[src/rtl/slope_scaled_shadow_bias_defines.svh]
// ----------------------------------------------------------------------------
// Slope-scaled shadow bias: assertion macros
// Clocked on clk_i, disabled while rst_ni is low.
// ----------------------------------------------------------------------------
`ifndef SLOPE_SCALED_SHADOW_BIAS_DEFINES_SVH
`define SLOPE_SCALED_SHADOW_BIAS_DEFINES_SVH

// same-cycle implication
`define SSB_ASSERT_IMPL(lbl, ante, cons, msg) \
  lbl: assert property (@(posedge clk_i) disable iff (!rst_ni) (ante) |-> (cons)) \
    else $error(msg);

// next-cycle implication
`define SSB_ASSERT_NEXT(lbl, ante, cons, msg) \
  lbl: assert property (@(posedge clk_i) disable iff (!rst_ni) (ante) |=> (cons)) \
    else $error(msg);

`endif

[src/rtl/ssb_pkg.sv]
// ----------------------------------------------------------------------------
// ssb_pkg
// Shared types and constants of the slope-scaled shadow bias pipeline.
// ----------------------------------------------------------------------------
package ssb_pkg;

  localparam int unsigned SqStages  = 5;  // clamp/square plus four root stages
  localparam int unsigned DvStages  = 4;
  localparam int unsigned MulStages = 6;
  localparam int unsigned NumStages = SqStages + DvStages + MulStages;

  localparam logic [15:0] SlopeScaleRst   = 16'd256;
  localparam logic [15:0] ConstTexelsRst  = 16'd0;
  localparam logic [15:0] NormalTexelsRst = 16'd0;
  localparam logic [15:0] MaxTangentRst   = 16'd2560;

  typedef enum logic [1:0] {
    REG_SLOPE_SCALE     = 2'd0,
    REG_CONST_TEXELS    = 2'd1,
    REG_NORMAL_TEXELS   = 2'd2,
    REG_MAX_TANGENT     = 2'd3
  } cfg_idx_e;

  // fragment fields that ride along the pipeline
  typedef struct packed {
    logic [31:0] w;
    logic [31:0] d;
    logic [16:0] f;
    logic        z;   // zero texel or depth scale
  } side_t;

  typedef struct packed {
    side_t       sd;
    logic [14:0] c;
    logic [29:0] v;     // radicand, consumed two bits at a time from the top
    logic [15:0] rem;
    logic [14:0] root;
  } sq_t;

  typedef struct packed {
    side_t       sd;
    logic [14:0] s;
    logic [14:0] c;
    logic        lim;   // quotient at or above 2^16, or zero cosine
    logic [15:0] rem;
    logic [15:0] num;
    logic [15:0] q;
  } dv_t;

  typedef struct packed {
    logic [15:0] slope_scale;
    logic [15:0] const_texels;
    logic [15:0] normal_texels;
    logic [15:0] max_tangent;
  } cfg_t;

endpackage

[src/rtl/ssb_div.sv]
// ----------------------------------------------------------------------------
// ssb_div
// Tangent quotient floor(s*256/c), restoring, four bits per stage.
// ----------------------------------------------------------------------------
module ssb_div (
  input  logic          clk_i,
  input  logic          en_i,
  input  ssb_pkg::sq_t  sq_i,
  output ssb_pkg::dv_t  dv_o
);

  localparam int unsigned Steps = 4;

  ssb_pkg::dv_t chain_q [ssb_pkg::DvStages];

  for (genvar k = 0; k < ssb_pkg::DvStages; k++) begin : g_div
    ssb_pkg::dv_t x_d;

    always_comb begin
      logic [15:0] r;
      if (k == 0) begin
        x_d.sd  = sq_i.sd;
        x_d.s   = sq_i.root;
        x_d.c   = sq_i.c;
        // also true at zero cosine
        x_d.lim = {8'd0, sq_i.root} >= {sq_i.c, 8'd0};
        x_d.rem = {9'd0, sq_i.root[14:8]};
        x_d.num = {sq_i.root[7:0], 8'd0};
        x_d.q   = 16'd0;
      end else begin
        x_d = chain_q[(k > 0) ? k-1 : 0];
      end
      for (int j = 0; j < Steps; j++) begin
        r = {x_d.rem[14:0], x_d.num[15]};
        if (r >= {1'b0, x_d.c}) begin
          x_d.rem = r - {1'b0, x_d.c};
          x_d.q   = {x_d.q[14:0], 1'b1};
        end else begin
          x_d.rem = r;
          x_d.q   = {x_d.q[14:0], 1'b0};
        end
        x_d.num = {x_d.num[14:0], 1'b0};
      end
    end

    always_ff @(posedge clk_i) begin
      if (en_i) begin
        chain_q[k] <= x_d;
      end
    end
  end

  assign dv_o = chain_q[ssb_pkg::DvStages-1];

endmodule

[config.mk]
export PLATFORM = sky130hd
export DESIGN_NAME = ssb_div
export DESIGN_NICKNAME = d
export VERILOG_FILES = /design/src/rtl/slope_scaled_shadow_bias_defines.svh /design/src/rtl/ssb_pkg.sv /design/src/rtl/ssb_div.sv
export SDC_FILE = /design/constraint.sdc
export NUM_CORES = 1
export LEC_CHECK = 0
export BUFFER_PORTS_ARGS = -buffer_cell sky130_fd_sc_hd__buf_2
export CAP_MARGIN = 5
export CORE_MARGIN = 2
export CORE_UTILIZATION = 50
export CTS_BUF_LIST = sky130_fd_sc_hd__clkbuf_4 sky130_fd_sc_hd__clkbuf_8 sky130_fd_sc_hd__clkbuf_16
export DETAILED_ROUTE_END_ITERATION = 8
export HOLD_SLACK_MARGIN = 0.1
export PLACE_DENSITY = 0.69
export SLEW_MARGIN = 20
export SYNTH_ARGS = -nofsm -noshare
export SYNTH_HDL_FRONTEND = slang
export SYNTH_SLANG_ARGS = --single-unit
[constraint.sdc]
create_clock -name clk_i -period 34.9 [get_ports clk_i]
set_clock_uncertainty 0.15 [all_clocks]
set_input_delay 6.98 -clock clk_i [delete_from_list [all_inputs] [get_ports clk_i]]
set_output_delay 6.98 -clock clk_i [all_outputs]
set_load 0.005 [all_outputs]
; Word level (Yosys, flattened, before mapping)
; Memories as Yosys holds them, arrays and structs flattened.
; Index checks and enable logic that the tools add are counted.
; Widths: inputs -> output; s select.
[totals]
ram_bits = 628
out_inout_bits = 161
ff_bits = 0
input_bits = 160
n_memories = 1
[classes]
add_sub_neg = 16
magnitude_cmp = 17
mux = 34
[mem_list]
columns = name, words, word_bits, rd, rd_ports_with_merged_regs, write_ports, line
row1 = chain_q, 4, 157, 4, 0, 4, ssb_div.sv:14  ; ssb_pkg::dv_t chain_q [ssb_pkg::DvStages];
[ops]
columns = op, n
row1 = $ge 16x15->1, 15
row2 = $mux 15, 12
row3 = $sub 15x15->15, 11
row4 = $mux 16, 4
row5 = $sub 16x15->16, 4
row6 = $ge 15x23->1, 1
row7 = $mux 1, 18
row8 = $ge 8x15->1, 1
row9 = $sub 8x15->15, 1

; Depth between registers and ports, before layout
; An unclocked memory read counts as a cell.
[depth]
depth_word = 9
mapped_depth = 48
ltp_nobuf = 42

; Least setup slack after synthesis
; Ideal clock, no wire load.
[synth_path]
kind = input-to-reg
startpoint = input sq_i[62] (netlist bit)
endpoint = memory chain_q[0][36] (netlist bit), data pin
t_required_ns = 34.481
setup_time_ns = 0.269
path_buffers = 4
stages = 44
t_arrival_ns = 16.450
setup_slack_ns = 18.030
path_cell_list = inv_1 ha_1 nor2b_1 o21ai_0 a21boi_0 o21ai_0 o21a_1 a21oi_1 clkbuf_1 mux2i_1 inv_1 ha_1 a21o_1 a21o_1 a221oi_4 o21ai_1 a221oi_4 and2_1 [8 not listed] o311ai_1 a21oi_1 a2111oi_4 inv_2 clkbuf_1 buf_2 nand2_1 nand2_1 ha_1 a21boi_0 o21ai_0 a211o_1 a31oi_1 o32ai_1 nand3_1 mux2_2 nand2_1 o21ai_0
[synth_lines]
columns = item, line
row1 = "start, declared", ssb_div.sv:8  ; input ssb_pkg::sq_t sq_i,
row2 = "end, declared", ssb_div.sv:14

==> metrics.txt <==
routed via count=approximately 21000; CTS Sinks=between 500 and 600; DPL Wire Length=~55000 um; area grow syn2layout=13.4%; commonest non-fill, non-tap cell in the layout=edfxtp_1; endpoints failing setup=0; clock period minus worst slack=between 15 and 20 ns; period utilization=53.8%; non-filler cells, final=3678; CP Capture Type=flop; final hold vios=0; Slew @ Worst Pin=around 1.0 ns; vias per cell=~5.7; router iterations before antenna repair=5; clock buffer depth=3; Num CTS Buffers=57; Bufs and invs on worst path=6; path depth of the worst reg2reg path=39; DP Cell Count=~3600; Seq cells post-synth=roughly 550; most frequent cells in the layout=edfxtp_1, buf_2, ha_1; drt drc=0; Routed WL per cell=between 15 and 20 um; most flop-heavy register=chain_q; post-synthesis sequential area ratio=53.9%; EDFF count, synth=about 550; starting density of the core=50.2%; top flop regs=chain_q x553; ys async rst share=0%; slowest stage delay, CP=between 0.6 and 0.7 ns; Post-Synthesis Cells=about 2500; synth unique cells=87; Crit path max-delay family=compound AO/OA/AOI/OAI gates; DRT Wirelength=a little over 70000 um; Warnings, synthesis=0; Worst-Skew Late Latency=roughly 0.64 ns; Total Nets Final=about 3200; CTS tree=done; initial DRC count=between 1500 and 2000; core area=between 0.06 and 0.07 mm2; dominant synthesized flop cell=edfxtp_1; Final Max Slew Viols=0; max reg flops=553; critical path class=primary input to flop; die area=approximately 0.064 mm2; Critical path origin=sq_i[62]; clock slew at reported path FFs=roughly 0.07 ns; Max-Slew Margin vs Limit=32.6%; Post-Synthesis Cell Area=between 0.03 and 0.04 mm2; Worst R2R Setup Slack=22.76 ns; Die Span X=~250 um; Hold/Removal Path Class=flop to flop; Levels on crit path=44; Clock Tree Root=clkbuf_16; number of max-cap violations=0; Rows=between 90 and 100; Peak Freq=approximately 53 MHz; hold path cells=0; antenna violations before repair=8; syn_area_per_cell=approximately 12 um2; final setup TNS=0 ns; slowest CP cell=o32ai_2; Hold Startpoint=chain_q[2][70]$_DFFE_PP_; r2r startpoint=chain_q[1][45]$_DFFE_PP_; Worst EP required=35.06 ns; H-tree level count=2; global-route wire length before repair=112000 um; DRT antenna net count=0; postcts setup bufs=0; Data arrival, critical path=between 15 and 20 ns; RSZ-0062 raised after global routing=false; GR Util All Layers=roughly 22%; status=finished clean; largest net degree at the start of global routing=190; total gr overflow=0; Post-CTS Hold Buffers=0; ratio of cells with drive above 1 in the final layout=between 10% and 20%; vias in the first global route=20504; Ports=between 300 and 400; Port-buffer cells=about 260; r2r endpoint=chain_q[2][29]$_DFFE_PP_; # resized after CTS=0; critical path fanouts, max=40; Worst setup SP type=primary input; gpl congestion=between 0.8 and 0.9; Worst Hold End=chain_q[3][70]$_DFFE_PP_; most used cell, CP=o21ai_0; Die Ht=~250 um
-- cell families after synthesis --
kind of cell    after synthesis  synth area share [%]
flops                       553                  53.9
buf+inv                     228                  3.17
other cells                   1                0.0122
fa+ha+maj                   244                  10.1
xor+xnor                    155                  4.40
mux                         140                  5.16
simple gates                621                  9.98
compound gates              600                  13.3
-- layer usage --
layer,up-vias,GRT usage (%),share of wire (%)
met4,8,6.85,2.4
li1,10204,-,-
met1,10160,29.4,44
met2,557,38.1,49
met5,-,0,0.072
met3,103,3.20,4.7
-- worst max-delay path by stage --
stage / end / slack (ns)
after floorplan: chain_q[0][36]$_DFFE_PP_ / 18.03
after global placement: chain_q[0][40]$_DFFE_PP_ / 15.30
after detailed placement: chain_q[0][40]$_DFFE_PP_ / 15.71
after CTS: chain_q[0][40]$_DFFE_PP_ / 16.31
after global routing: chain_q[0][40]$_DFFE_PP_ / 15.13
final: chain_q[0][40]$_DFFE_PP_ / 16.13
-- cells in the mapped netlist, drive strengths merged (36+ instances only) --
| library cell | number | area (um2) |
|---|---|---|
| a21o | 43 | 323 |
| nand3 | 47 | 245 |
| o21a | 42 | 315 |
| inv | 171 | 642 |
| nor2 | 140 | 531 |
| a21oi | 162 | 833 |
| nor2b | 36 | 225 |
| buf | 38 | 263 |
| nand2 | 160 | 601 |
| mux2 | 108 | 1270 |
| xor2 | 50 | 438 |
| o21ai | 126 | 634 |
| edfxtp | 553 | 16600 |
| ha | 234 | 2930 |
| nor3 | 65 | 325 |
| xnor2 | 105 | 920 |
-- metrics by stage --
stage,setup WS (ns),utilization [%],instance area [um2],hold slack (ns)
6_report,16.13,57.0,35000,0.212
5_1_grt,15.13,56.9,34900,0.207
4_1_cts,16.31,56.9,34900,0.205
3_5_place_dp,15.71,53.7,33000,0.255
3_3_place_gp,15.30,53.7,32900,0.250
2_1_floorplan,18.03,-,30900,0.250
-- final cells by class --
cell class / instances / area [um2]
Fill cell: 5014 / 26400
Sequential cell: 553 / 16600
Antenna cell: 9 / 22.5
Multi-Input combinational cell: 1776 / 13300
Tap cell: 790 / 988
Timing Repair Buffer: 270 / 1400
Clock buffer: 65 / 1490
Clock inverter: 42 / 495
Inverter: 173 / 649
-- worst reg2reg max path, delay by kind of cell (launching register included) --
kind / cells / cell delay (ns)
AO/OA/AOI/OAI: 22 / 5.89
adder cells (fa/ha/maj): 4 / 1.48
buffers and inverters: 5 / 1.46
flip-flops: 1 / 0.60
multiplexers: 3 / 1.28
AND/OR/NAND/NOR: 5 / 1.03
Power is left out: the tool's default activity adds up to more than one toggle a clock period on the data nets, which glitch-free logic cannot reach.
