**config.mk**
```make
export PLATFORM = sky130hd
export DESIGN_NAME = ssb_sqrt
export DESIGN_NICKNAME = d
export VERILOG_FILES = /design/src/rtl/slope_scaled_shadow_bias_defines.svh /design/src/rtl/ssb_pkg.sv /design/src/rtl/ssb_sqrt.sv
export SDC_FILE = /design/constraint.sdc
export NUM_CORES = 1
export LEC_CHECK = 0
export ABC_AREA = 1
export BUFFER_PORTS_ARGS = -buffer_cell sky130_fd_sc_hd__clkbuf_2
export CAP_MARGIN = 20
export CORE_UTILIZATION = 38
export DETAILED_ROUTE_END_ITERATION = 12
export SYNTH_ARGS = -nofsm -noshare
export SYNTH_HDL_FRONTEND = slang
export SYNTH_SLANG_ARGS = --single-unit
```
**constraint.sdc**
```tcl
create_clock -name clk_i -period 7.3 [get_ports clk_i]
set_input_delay 0 -clock clk_i [delete_from_list [all_inputs] [get_ports clk_i]]
set_output_delay 0 -clock clk_i [all_outputs]
set_load 0.05 [all_outputs]
```
**src/rtl/slope_scaled_shadow_bias_defines.svh**
```systemverilog
// ----------------------------------------------------------------------------
// Slope-scaled shadow bias: assertion macros
// Clocked on clk_i, disabled while rst_ni is low.
// ----------------------------------------------------------------------------
`ifndef SLOPE_SCALED_SHADOW_BIAS_DEFINES_SVH
`define SLOPE_SCALED_SHADOW_BIAS_DEFINES_SVH

// same-cycle implication
`define SSB_ASSERT_IMPL(lbl, ante, cons, msg) \
  lbl: assert property (@(posedge clk_i) disable iff (!rst_ni) (ante) |-> (cons)) \
    else $error(msg);

// next-cycle implication
`define SSB_ASSERT_NEXT(lbl, ante, cons, msg) \
  lbl: assert property (@(posedge clk_i) disable iff (!rst_ni) (ante) |=> (cons)) \
    else $error(msg);

`endif

```
**src/rtl/ssb_pkg.sv**
```systemverilog
// ----------------------------------------------------------------------------
// ssb_pkg
// Shared types and constants of the slope-scaled shadow bias pipeline.
// ----------------------------------------------------------------------------
package ssb_pkg;

  localparam int unsigned SqStages  = 5;  // clamp/square plus four root stages
  localparam int unsigned DvStages  = 4;
  localparam int unsigned MulStages = 6;
  localparam int unsigned NumStages = SqStages + DvStages + MulStages;

  localparam logic [15:0] SlopeScaleRst   = 16'd256;
  localparam logic [15:0] ConstTexelsRst  = 16'd0;
  localparam logic [15:0] NormalTexelsRst = 16'd0;
  localparam logic [15:0] MaxTangentRst   = 16'd2560;

  typedef enum logic [1:0] {
    REG_SLOPE_SCALE     = 2'd0,
    REG_CONST_TEXELS    = 2'd1,
    REG_NORMAL_TEXELS   = 2'd2,
    REG_MAX_TANGENT     = 2'd3
  } cfg_idx_e;

  // fragment fields that ride along the pipeline
  typedef struct packed {
    logic [31:0] w;
    logic [31:0] d;
    logic [16:0] f;
    logic        z;   // zero texel or depth scale
  } side_t;

  typedef struct packed {
    side_t       sd;
    logic [14:0] c;
    logic [29:0] v;     // radicand, consumed two bits at a time from the top
    logic [15:0] rem;
    logic [14:0] root;
  } sq_t;

  typedef struct packed {
    side_t       sd;
    logic [14:0] s;
    logic [14:0] c;
    logic        lim;   // quotient at or above 2^16, or zero cosine
    logic [15:0] rem;
    logic [15:0] num;
    logic [15:0] q;
  } dv_t;

  typedef struct packed {
    logic [15:0] slope_scale;
    logic [15:0] const_texels;
    logic [15:0] normal_texels;
    logic [15:0] max_tangent;
  } cfg_t;

endpackage

```
**src/rtl/ssb_sqrt.sv**
```systemverilog
// ----------------------------------------------------------------------------
// ssb_sqrt
// Cosine clamp, sine = isqrt(2^28 - c^2), 4 bits per stage, 3 in the last.
// ----------------------------------------------------------------------------
module ssb_sqrt (
  input  logic                clk_i,
  input  logic                en_i,
  input  logic signed [15:0]  n_dot_l_i,
  input  ssb_pkg::side_t      side_i,
  output ssb_pkg::sq_t        sq_o
);

  localparam int unsigned RootStages = ssb_pkg::SqStages - 1;

  ssb_pkg::sq_t chain_q [RootStages+1];
  ssb_pkg::sq_t first_d;

  always_comb begin
    logic [14:0] c;
    logic [29:0] cc;
    if (n_dot_l_i[15]) begin
      c = 15'd0;
    end else if (n_dot_l_i[14:0] > 15'd16384) begin
      c = 15'd16384;
    end else begin
      c = n_dot_l_i[14:0];
    end
    cc = 30'(c) * 30'(c);
    first_d.sd   = side_i;
    first_d.c    = c;
    first_d.v    = 30'h1000_0000 - cc;
    first_d.rem  = 16'd0;
    first_d.root = 15'd0;
  end

  always_ff @(posedge clk_i) begin
    if (en_i) begin
      chain_q[0] <= first_d;
    end
  end

  for (genvar k = 1; k <= RootStages; k++) begin : g_root
    localparam int unsigned Steps = (k == RootStages) ? 3 : 4;
    ssb_pkg::sq_t x_d;

    always_comb begin
      logic [17:0] r;
      logic [16:0] trial;
      logic [17:0] diff;
      x_d = chain_q[k-1];
      for (int j = 0; j < Steps; j++) begin
        r     = {x_d.rem, x_d.v[29:28]};
        trial = {x_d.root, 2'b01};
        diff  = r - {1'b0, trial};
        if (r >= {1'b0, trial}) begin
          x_d.rem  = diff[15:0];
          x_d.root = {x_d.root[13:0], 1'b1};
        end else begin
          x_d.rem  = r[15:0];
          x_d.root = {x_d.root[13:0], 1'b0};
        end
        x_d.v = {x_d.v[27:0], 2'b00};
      end
    end

    always_ff @(posedge clk_i) begin
      if (en_i) begin
        chain_q[k] <= x_d;
      end
    end
  end

  assign sq_o = chain_q[RootStages];

endmodule

```
# Yosys cells after proc, flatten, opt, wreduce, memory -nomap -nowiden
# Memories as Yosys holds them, arrays and structs flattened.
# Cells that the tools add are included.
# Widths: inputs -> output; s select.
word_totals:
  ff_bits: 0
  latch_bits: 0
  ramBits: 790
  mem_bits_ro: 0
  inputBits: 100
  out_inout_bits: 158
  elab_cells: 53
  mem_count: 1
op_classes:
  add_sub_neg: 16
  n_mul: 1
  div_mod_pow: 0
  magnitude_cmp: 16
  n_eq_ne: 0
  n_shift: 0
  muxes: 19
  n_bitwise: 0
  reduce_logical: 0
mem_list:
  columns: ["name", "depth", "width", "read_ports", "rd_ports_with_merged_regs", "write_ports", "line_no", "text"]
  rows:
  - ["chain_q", 5, 158, 5, 0, 5, "ssb_sqrt.sv:15", "ssb_pkg::sq_t chain_q [RootStages+1];"]
ops:
  columns: ["operator", "count"]
  rows:
  - ["$mux 31", 15]
  - ["$ge 18x17->1", 15]
  - ["$sub 16x16->16", 15]
  - ["$mul 15x15->30", 1]
  - ["$mux 15", 2]
  - ["$sub 29x30->30 const A", 1]
  - ["$gt 15x15->1 const B", 1]
  - ["$mux 1", 2]

# Logic depth before layout (Yosys ltp)
# Gate-level depths: netlist of the first run.
# An unclocked memory read counts as a cell.
logic_depth:
  ltp_word: 9
  depth_mapped: 58
  depth_no_buf: 52

# Worst setup path after synthesis of the first run
# OpenSTA, ideal clock, no wires.
synth_path:
  path_type: "reg-to-reg"
  startpoint: "mem chain_q[0][318] (netlist bit)"
  endpoint: "mem chain_q[0][497] (netlist bit), data pin"
  setup_ps: 253
  arrival_ps: 6704
  required_ps: 7047
  path_slack_ps: 343
  stages_incl_launch_ff: 53
  n_path_buf: 6
  synth_period_minus_slack_ps: 6957
  path_cell_list: "edfxtp_1 -> inv_1 -> ha_1 -> nand2_1 -> inv_1 -> nand2_1 -> nand3_2 -> nand2_2 -> nand3_2 -> inv_2 -> clkbuf_1 -> o21ai_0 -> ha_1 -> nand2_1 -> nor2_1 -> nand3_1 -> nor2_1 -> nand2_1 -> [... 17 more ...] -> nor2_1 -> nand2_1 -> nor2_4 -> nand2_4 -> buf_6 -> inv_1 -> buf_4 -> nand2_1 -> o21ai_0 -> ha_1 -> nand2_1 -> o21ai_0 -> inv_1 -> o311ai_1 -> inv_1 -> buf_4 -> nand4_1 -> nand2_1"
synth_lines:
  columns: ["item", "line_no"]
  rows:
  - ["start: declaration", "ssb_sqrt.sv:15"]

==> metrics.md, run 1 <==
| Metric | Value |
|---|---|
| Top cells by area, synth | `edfxtp_1, fa_1, ha_1` |
| Die height | `318.3 µm` |
| Final Hold Fails | `0` |
| Critical-path top delay cell | `edfxtp_1` |
| Vias after detailed routing | `~25000` |
| Synth Warn # | `0` |
| Die Area | `between 100000 and 150000 µm²` |
| R2R depth | `39` |
| Syn Inst Count | `~3600` |
| Worst Hold Class | `primary input to register` |
| MaxCap Viol Count | `0` |
| Diodes inserted | `0` |
| Hold_sp | `side_i[19]` |
| Mean Syn Cell Area | `around 11 µm²` |
| Drt pass-1 iters | `5` |
| Post-route DRC | `0` |
| Clock Tree Buf Depth | `3` |
| DR iter-0 viols | `1651` |
| Insertion delay to the later sink of the worst-skew pair | `0.64 ns` |
| Fillers | `about 9300` |
| Startpoint class of the critical path | `register` |
| Top_reg_cell synth | `edfxtp_1` |
| Placer's final routability congestion estimate | `0.9496` |
| Root Buffer | `clkbuf_16` |
| Die Width | `318.3 µm` |
| Area of the core | `~99000 µm²` |
| Initial antenna violation count | `0` |
| #FFs+latches synth | `652` |
| Worst Hold End | `chain_q[0][95]` |
| Reg2reg end | `chain_q[0][343]` |
| Crit Path Max Fanout | `13` |
| Port bufs | `227` |
| Max incr delay on CP | `between 0.4 and 0.5 ns` |
| Layout Nets | `~4500` |
| Reg area | `just under 20000 µm²` |
| I/O pin total | `258` |
| Avg WL per Cell | `between 10 and 15 µm` |
| Top flop regs | `chain_q (651)` |
| Largest register by flop count | `chain_q` |
| Clock Sink Count | `between 600 and 700` |
| Slew Viols, Final | `0` |
| Run status | `finished clean` |
| Crit. End Element | `register` |
| Synth cell types | `60` |
| Grt ovf | `0` |
| Post-synthesis sequential area ratio | `between 50% and 60%` |
| Largest register FFs | `between 600 and 700` |
| Cell taking the most area after synthesis | `edfxtp_1` |
| CTS tree | `built` |
| Placed wire-length estimate | `62.45 mm` |
| WHS Path Cells | `2` |
| Clk slew on worst S/H paths | `about 0.060 ns` |
| CTS Buf Count | `76` |
| Post-synth ARST share | `0%` |
| Initial Util | `38.51%` |
| Synthesized area | `~38000 µm²` |
| Gr usage total | `between 10% and 20%` |
| First-pass GRT wire length | `roughly 130 mm` |
| Worst Tran Pin Value | `0.9974 ns` |
| Layout cells sized above 1 | `15.12%` |
| Multi-input gate area | `~15000 µm²` |
| Period utilisation layout | `92.40%` |
| Post-synth EDFFs | `between 600 and 700` |
| Core Rows | `approximately 120` |
| Max Fclk | `148.3 MHz` |
| Final ANT Viol Nets | `0` |
| Relative slew slack | `between 30 and 40%` |
| Synth top area share | `between 50% and 60%` |
| Largest net degree at the start of global routing | `197` |
| CTS H-Tree Depth | `3` |
| Worst Path Arrival | `around 7 ns` |
| Setup tns final | `0 ns` |
| R2R setup slack | `~0.55 ns` |
| Critical path class | `register to register` |
| Total routed wirelength | `just over 80 mm` |
| R2R Path Start | `chain_q[0][159]` |
| Synth-to-layout area growth | `17.25%` |
| Crit path time final | `just under 7 ns` |
| Vias in the first global route | `24730` |
| # setup viols final | `0` |
| Crit path top cell by count | `nand2_1` |
| Final Skew | `about 0.033 ns` |
| DR vias/cell | `4.653` |
| Req. time, crit path | `7.72 ns` |
## cells in the final DEF, fill, tap and decap left out, types with 12 or more instances in the layout
| master | synthesis | final |
|---|---|---|
| nand2_1 | 696 | 692 |
| o21a_1 | 13 | 13 |
| xnor2_1 | 47 | 47 |
| inv_1 | 541 | 536 |
| conb_1 | 2 | 56 |
| clkinv_1 | 2 | 17 |
| dlygate4sd3_1 | 0 | 96 |
| ha_1 | 229 | 219 |
| buf_4 | 164 | 150 |
| clkbuf_16 | 0 | 76 |
| fa_1 | 152 | 152 |
| nand4_1 | 61 | 61 |
| nor2_2 | 9 | 12 |
| nor3_1 | 25 | 24 |
| nand2_2 | 18 | 21 |
| nand3_1 | 152 | 152 |
| inv_2 | 10 | 12 |
| clkbuf_2 | 1 | 226 |
| xor2_1 | 93 | 93 |
| a21oi_1 | 154 | 152 |
| edfxtp_1 | 652 | 652 |
| o21ai_1 | 2 | 19 |
| o21ai_0 | 150 | 127 |
| nor2_1 | 272 | 267 |
## cell families (layout without fill, tap and decap cells)
| family | Yosys count | count (layout) | synth area share, % |
|---|---|---|---|
| AOI/OAI and AO/OA | 391 | 391 | 5.767 |
| xor gates and xnor gates | 140 | 140 | 3.226 |
| adders and majority gates | 381 | 381 | 15.54 |
| buffers and inverters | 745 | 1176 | 9.145 |
| DFF | 652 | 652 | 51.51 |
| other | 2 | 56 | 0.01976 |
| and+or+nand+nor | 1292 | 1292 | 14.79 |
## synth_stat cells (13+ instances only)
cell type  count
nand2_1      696
xnor2_1       47
nand4_1       61
xor2_1        93
o21a_1        13
ha_1         229
nand3_1      152
o21ai_0      150
inv_1        541
buf_4        164
nor3_1        25
edfxtp_1     652
nand3_2       14
nand2_2       18
fa_1         152
a21oi_1      154
nor2_1       272
## cell type report
| class | instances | area share, % |
|---|---|---|
| clock buffer | 87 | 4.360 |
| clock inverter | 50 | 1.263 |
| inverter | 555 | 4.720 |
| multi-input combinational | 2260 | 34.49 |
| sequential | 652 | 43.93 |
| tap | 1287 | 3.613 |
| timing repair buffer | 482 | 7.592 |
| timing repair inverter | 2 | 0.02808 |
## how the worst max path moves through the flow
stage	startpoint	endpoint	slack, ns
after floorplan	chain_q[0][318]	chain_q[0][497]	0.34
after detailed placement	chain_q[0][319]	chain_q[0][497]	0.08
after CTS	chain_q[0][319]	chain_q[0][501]	0.02
final	chain_q[0][159]	chain_q[0][343]	0.55
after global placement	chain_q[0][323]	chain_q[0][495]	0.18
after global routing	chain_q[0][321]	chain_q[0][495]	-0.11
## worst max-delay path, delay by kind of cell (launching register included)
kind            cells  cell delay [ns]
fa+ha+maj           4             1.46
simple gates       24             2.75
buf+inv             6             0.84
flops               1             0.45
compound gates      5             1.01
## repair_timing
| item | CTS | global route |
|---|---|---|
| buffers inserted | 0 | 23 |
| gates cloned | 0 | 2 |
| hold buffers | 96 | 0 |
| pin swaps | 0 | 15 |
| setup endpoints to repair | 8 | 35 |
| endpoints found under the hold margin | 184 | 0 |
| resized for setup | 1 | 76 |
## layer usage
metal,up-vias,global-route usage [%],wire length [µm]
met2,484,26.32,37800
met3,149,2.442,3173
met1,11720,20.94,36930
met5,-,0,0
met4,0,6.495,2706
li1,12660,-,-
## through the flow
stage          cell area [µm²]  hold WS, ns  util, %  setup WS, ns  cells
6_report                 44570      0.05066    45.15        0.5550   5375
3_3_place_gp             40660       0.1762    41.20        0.1765   5117
2_1_floorplan            38210      0.09887        -        0.3433   3657
5_1_grt                  44570      0.03017    45.15       -0.1105   5375
3_5_place_dp             40660       0.1786    41.20       0.08013   5117
4_1_cts                  44130     0.001801    44.71       0.02064   5350
Power of run 1 is left out: the tool's default activity adds up to more than one toggle a clock period on the data nets, which glitch-free logic cannot reach.
==> run 2, diff against run 1 <==
REMOVE_ABC_BUFFERS = 1   (was unset)
==> metrics.md, run 2 (synthesized netlist as in run 1, its figures left out) <==
| Metric | Value |
|---|---|
| Run status | `finished clean` |
| First-pass GRT wire length | `131.0 mm` |
| Crit path time final | `~7 ns` |
| Slew Viols, Final | `0` |
| Fillers | `between 9000 and 10000` |
| Max incr delay on CP | `between 0.6 and 0.7 ns` |
| Placed Instances | `5181` |
| Crit Path Max Fanout | `13` |
| # setup viols final | `0` |
| Initial antenna violation count | `2` |
| Most frequent cells in the layout | `nand2_1, edfxtp_1, inv_1` |
| Clk slew on worst S/H paths | `0.06 ns` |
| Relative slew slack | `approximately a quarter` |
| Commonest non-fill, non-tap cell in the layout | `nand2_1` |
| Grt ovf | `0` |
| Top flop regs | `chain_q (651)` |
| DR iter-0 viols | `1528` |
| Worst Path Arrival | `~7 ns` |
| Smallest hold slack | `0.05125 ns` |
| Area after DPL | `41120 µm²` |
| Port bufs | `227` |
| DR vias/cell | `around 4.6` |
| Worst Tran Pin Value | `~1.1 ns` |
| Placer's final routability congestion estimate | `0.9354` |
| Largest register by flop count | `chain_q` |
| Gr usage total | `roughly 16%` |
| Max Fclk | `between 100 and 150 MHz` |
| Post-route DRC | `0` |
| Fin area | `44640 µm²` |
| Finished Layout Cells | `about 5400` |
| Setup tns final | `0 ns` |
| Die Area | `between 100000 and 150000 µm²` |
| Clock Sink Count | `652` |
| Crit. End Element | `register` |
| Critical-path top delay cell | `o21bai_1` |
| Core Rows | `roughly 120` |
| Root Buffer | `clkbuf_16` |
| Area of the core | `~100000 µm²` |
| Synth-to-layout area growth | `17.45%` |
| Clock Tree Buf Depth | `3` |
| Diodes inserted | `0` |
| Final Skew | `roughly 0.026 ns` |
| I/O pin total | `~260` |
| Die height | `about 320 µm` |
| Worst Hold Class | `primary input to register` |
| Total routed wirelength | `between 80 and 90 mm` |
| Final ANT Viol Nets | `0` |
| Drt pass-1 iters | `5` |
| Final Hold Fails | `0` |
| CTS tree | `built` |
| Req. time, crit path | `7.67 ns` |
| Largest net degree at the start of global routing | `187` |
| Critical path class | `primary input to register` |
| Insertion delay to the later sink of the worst-skew pair | `roughly 0.63 ns` |
| Die Width | `~320 µm` |
| Layout Nets | `between 4000 and 5000` |
| Layout cells sized above 1 | `between 15 and 20%` |
| CP delay by family, top | `adder cells` |
| Startpoint class of the critical path | `primary input` |
| Crit path top cell by count | `fa_1` |
| CTS Buf Count | `73` |
| MaxCap Viol Count | `0` |
| Vias in the first global route | `about 24000` |
| Placed wire-length estimate | `around 64 mm` |
| Vias after detailed routing | `about 25000` |
| Initial Util | `roughly two fifths` |
| Buf/Inv on CP | `7` |
| CTS H-Tree Depth | `3` |
| Largest register FFs | `around 650` |
| Period utilisation layout | `between 90% and 100%` |
| Avg WL per Cell | `approximately 15 µm` |
## run 2: cell types whose count changed in the layout (fill, tap and decap cells not counted), moves of 4 or more
cell,before,now
buf_4,150,209
clkbuf_1,11,7
dlygate4sd3_1,96,91
ha_1,219,226
ha_4,9,3
o21ai_0,127,133
o21ai_2,9,4
## run 2: final cells by class
class | count | area, µm² | share of cell area (%)
Sequential cell | 652 | 19580 | 43.86
Timing Repair inverter | 1 | 5.005 | 0.01121
Multi-Input combinational cell | 2261 | 15240 | 34.15
Clock inverter | 53 | 530.5 | 1.188
Timing Repair Buffer | 531 | 3691 | 8.268
Inverter | 555 | 2103 | 4.711
Clock buffer | 81 | 1878 | 4.207
Tap cell | 1287 | 1610 | 3.607
## run 2: tightest hold or removal path, cell delays in order
cell      delay [ns]
clkbuf_2        0.10
nand2_1         0.07
nor2_1          0.11
buf_4           0.21
## run 2: repair_timing
item                                    4_1_cts  5_1_grt
endpoints found under the setup margin        0       32
resized for setup                             0       35
hold buffers                                 91        0
endpoints found under the hold margin       185        0
buffers inserted                              0       13
## run 2: worst paths after layout
| path | to | slack, ns | cells past startpoint | startpoint |
|---|---|---|---|---|
| max | chain_q[0][56] | 0.49 | 28 | n_dot_l_i[8] |
| min | chain_q[0][74] | 0.05 | 4 | n_dot_l_i[13] |
| max reg2reg | chain_q[0][500] | 0.52 | 45 | chain_q[0][332] |
| min reg2reg | chain_q[0][199] | 0.39 | 0 | chain_q[0][33] |
## run 2: per-layer routing
layer	GRT usage, %	vias to the layer above	wire length, µm
li1	-	12770	-
met2	27.17	429	39240
met3	2.258	122	2827
met5	0	-	0
met4	4.970	0	2007
met1	21.93	11640	38280
## run 2: through the flow
step | utilization, % | setup WS [ns]
after floorplan | - | 0.6388
after global placement | 41.66 | 0.2954
after detailed placement | 41.66 | 0.2477
after CTS | 45.02 | 0.1928
after global routing | 45.23 | -0.008042
final | 45.23 | 0.4883
Power of run 2 is left out for the same reason.
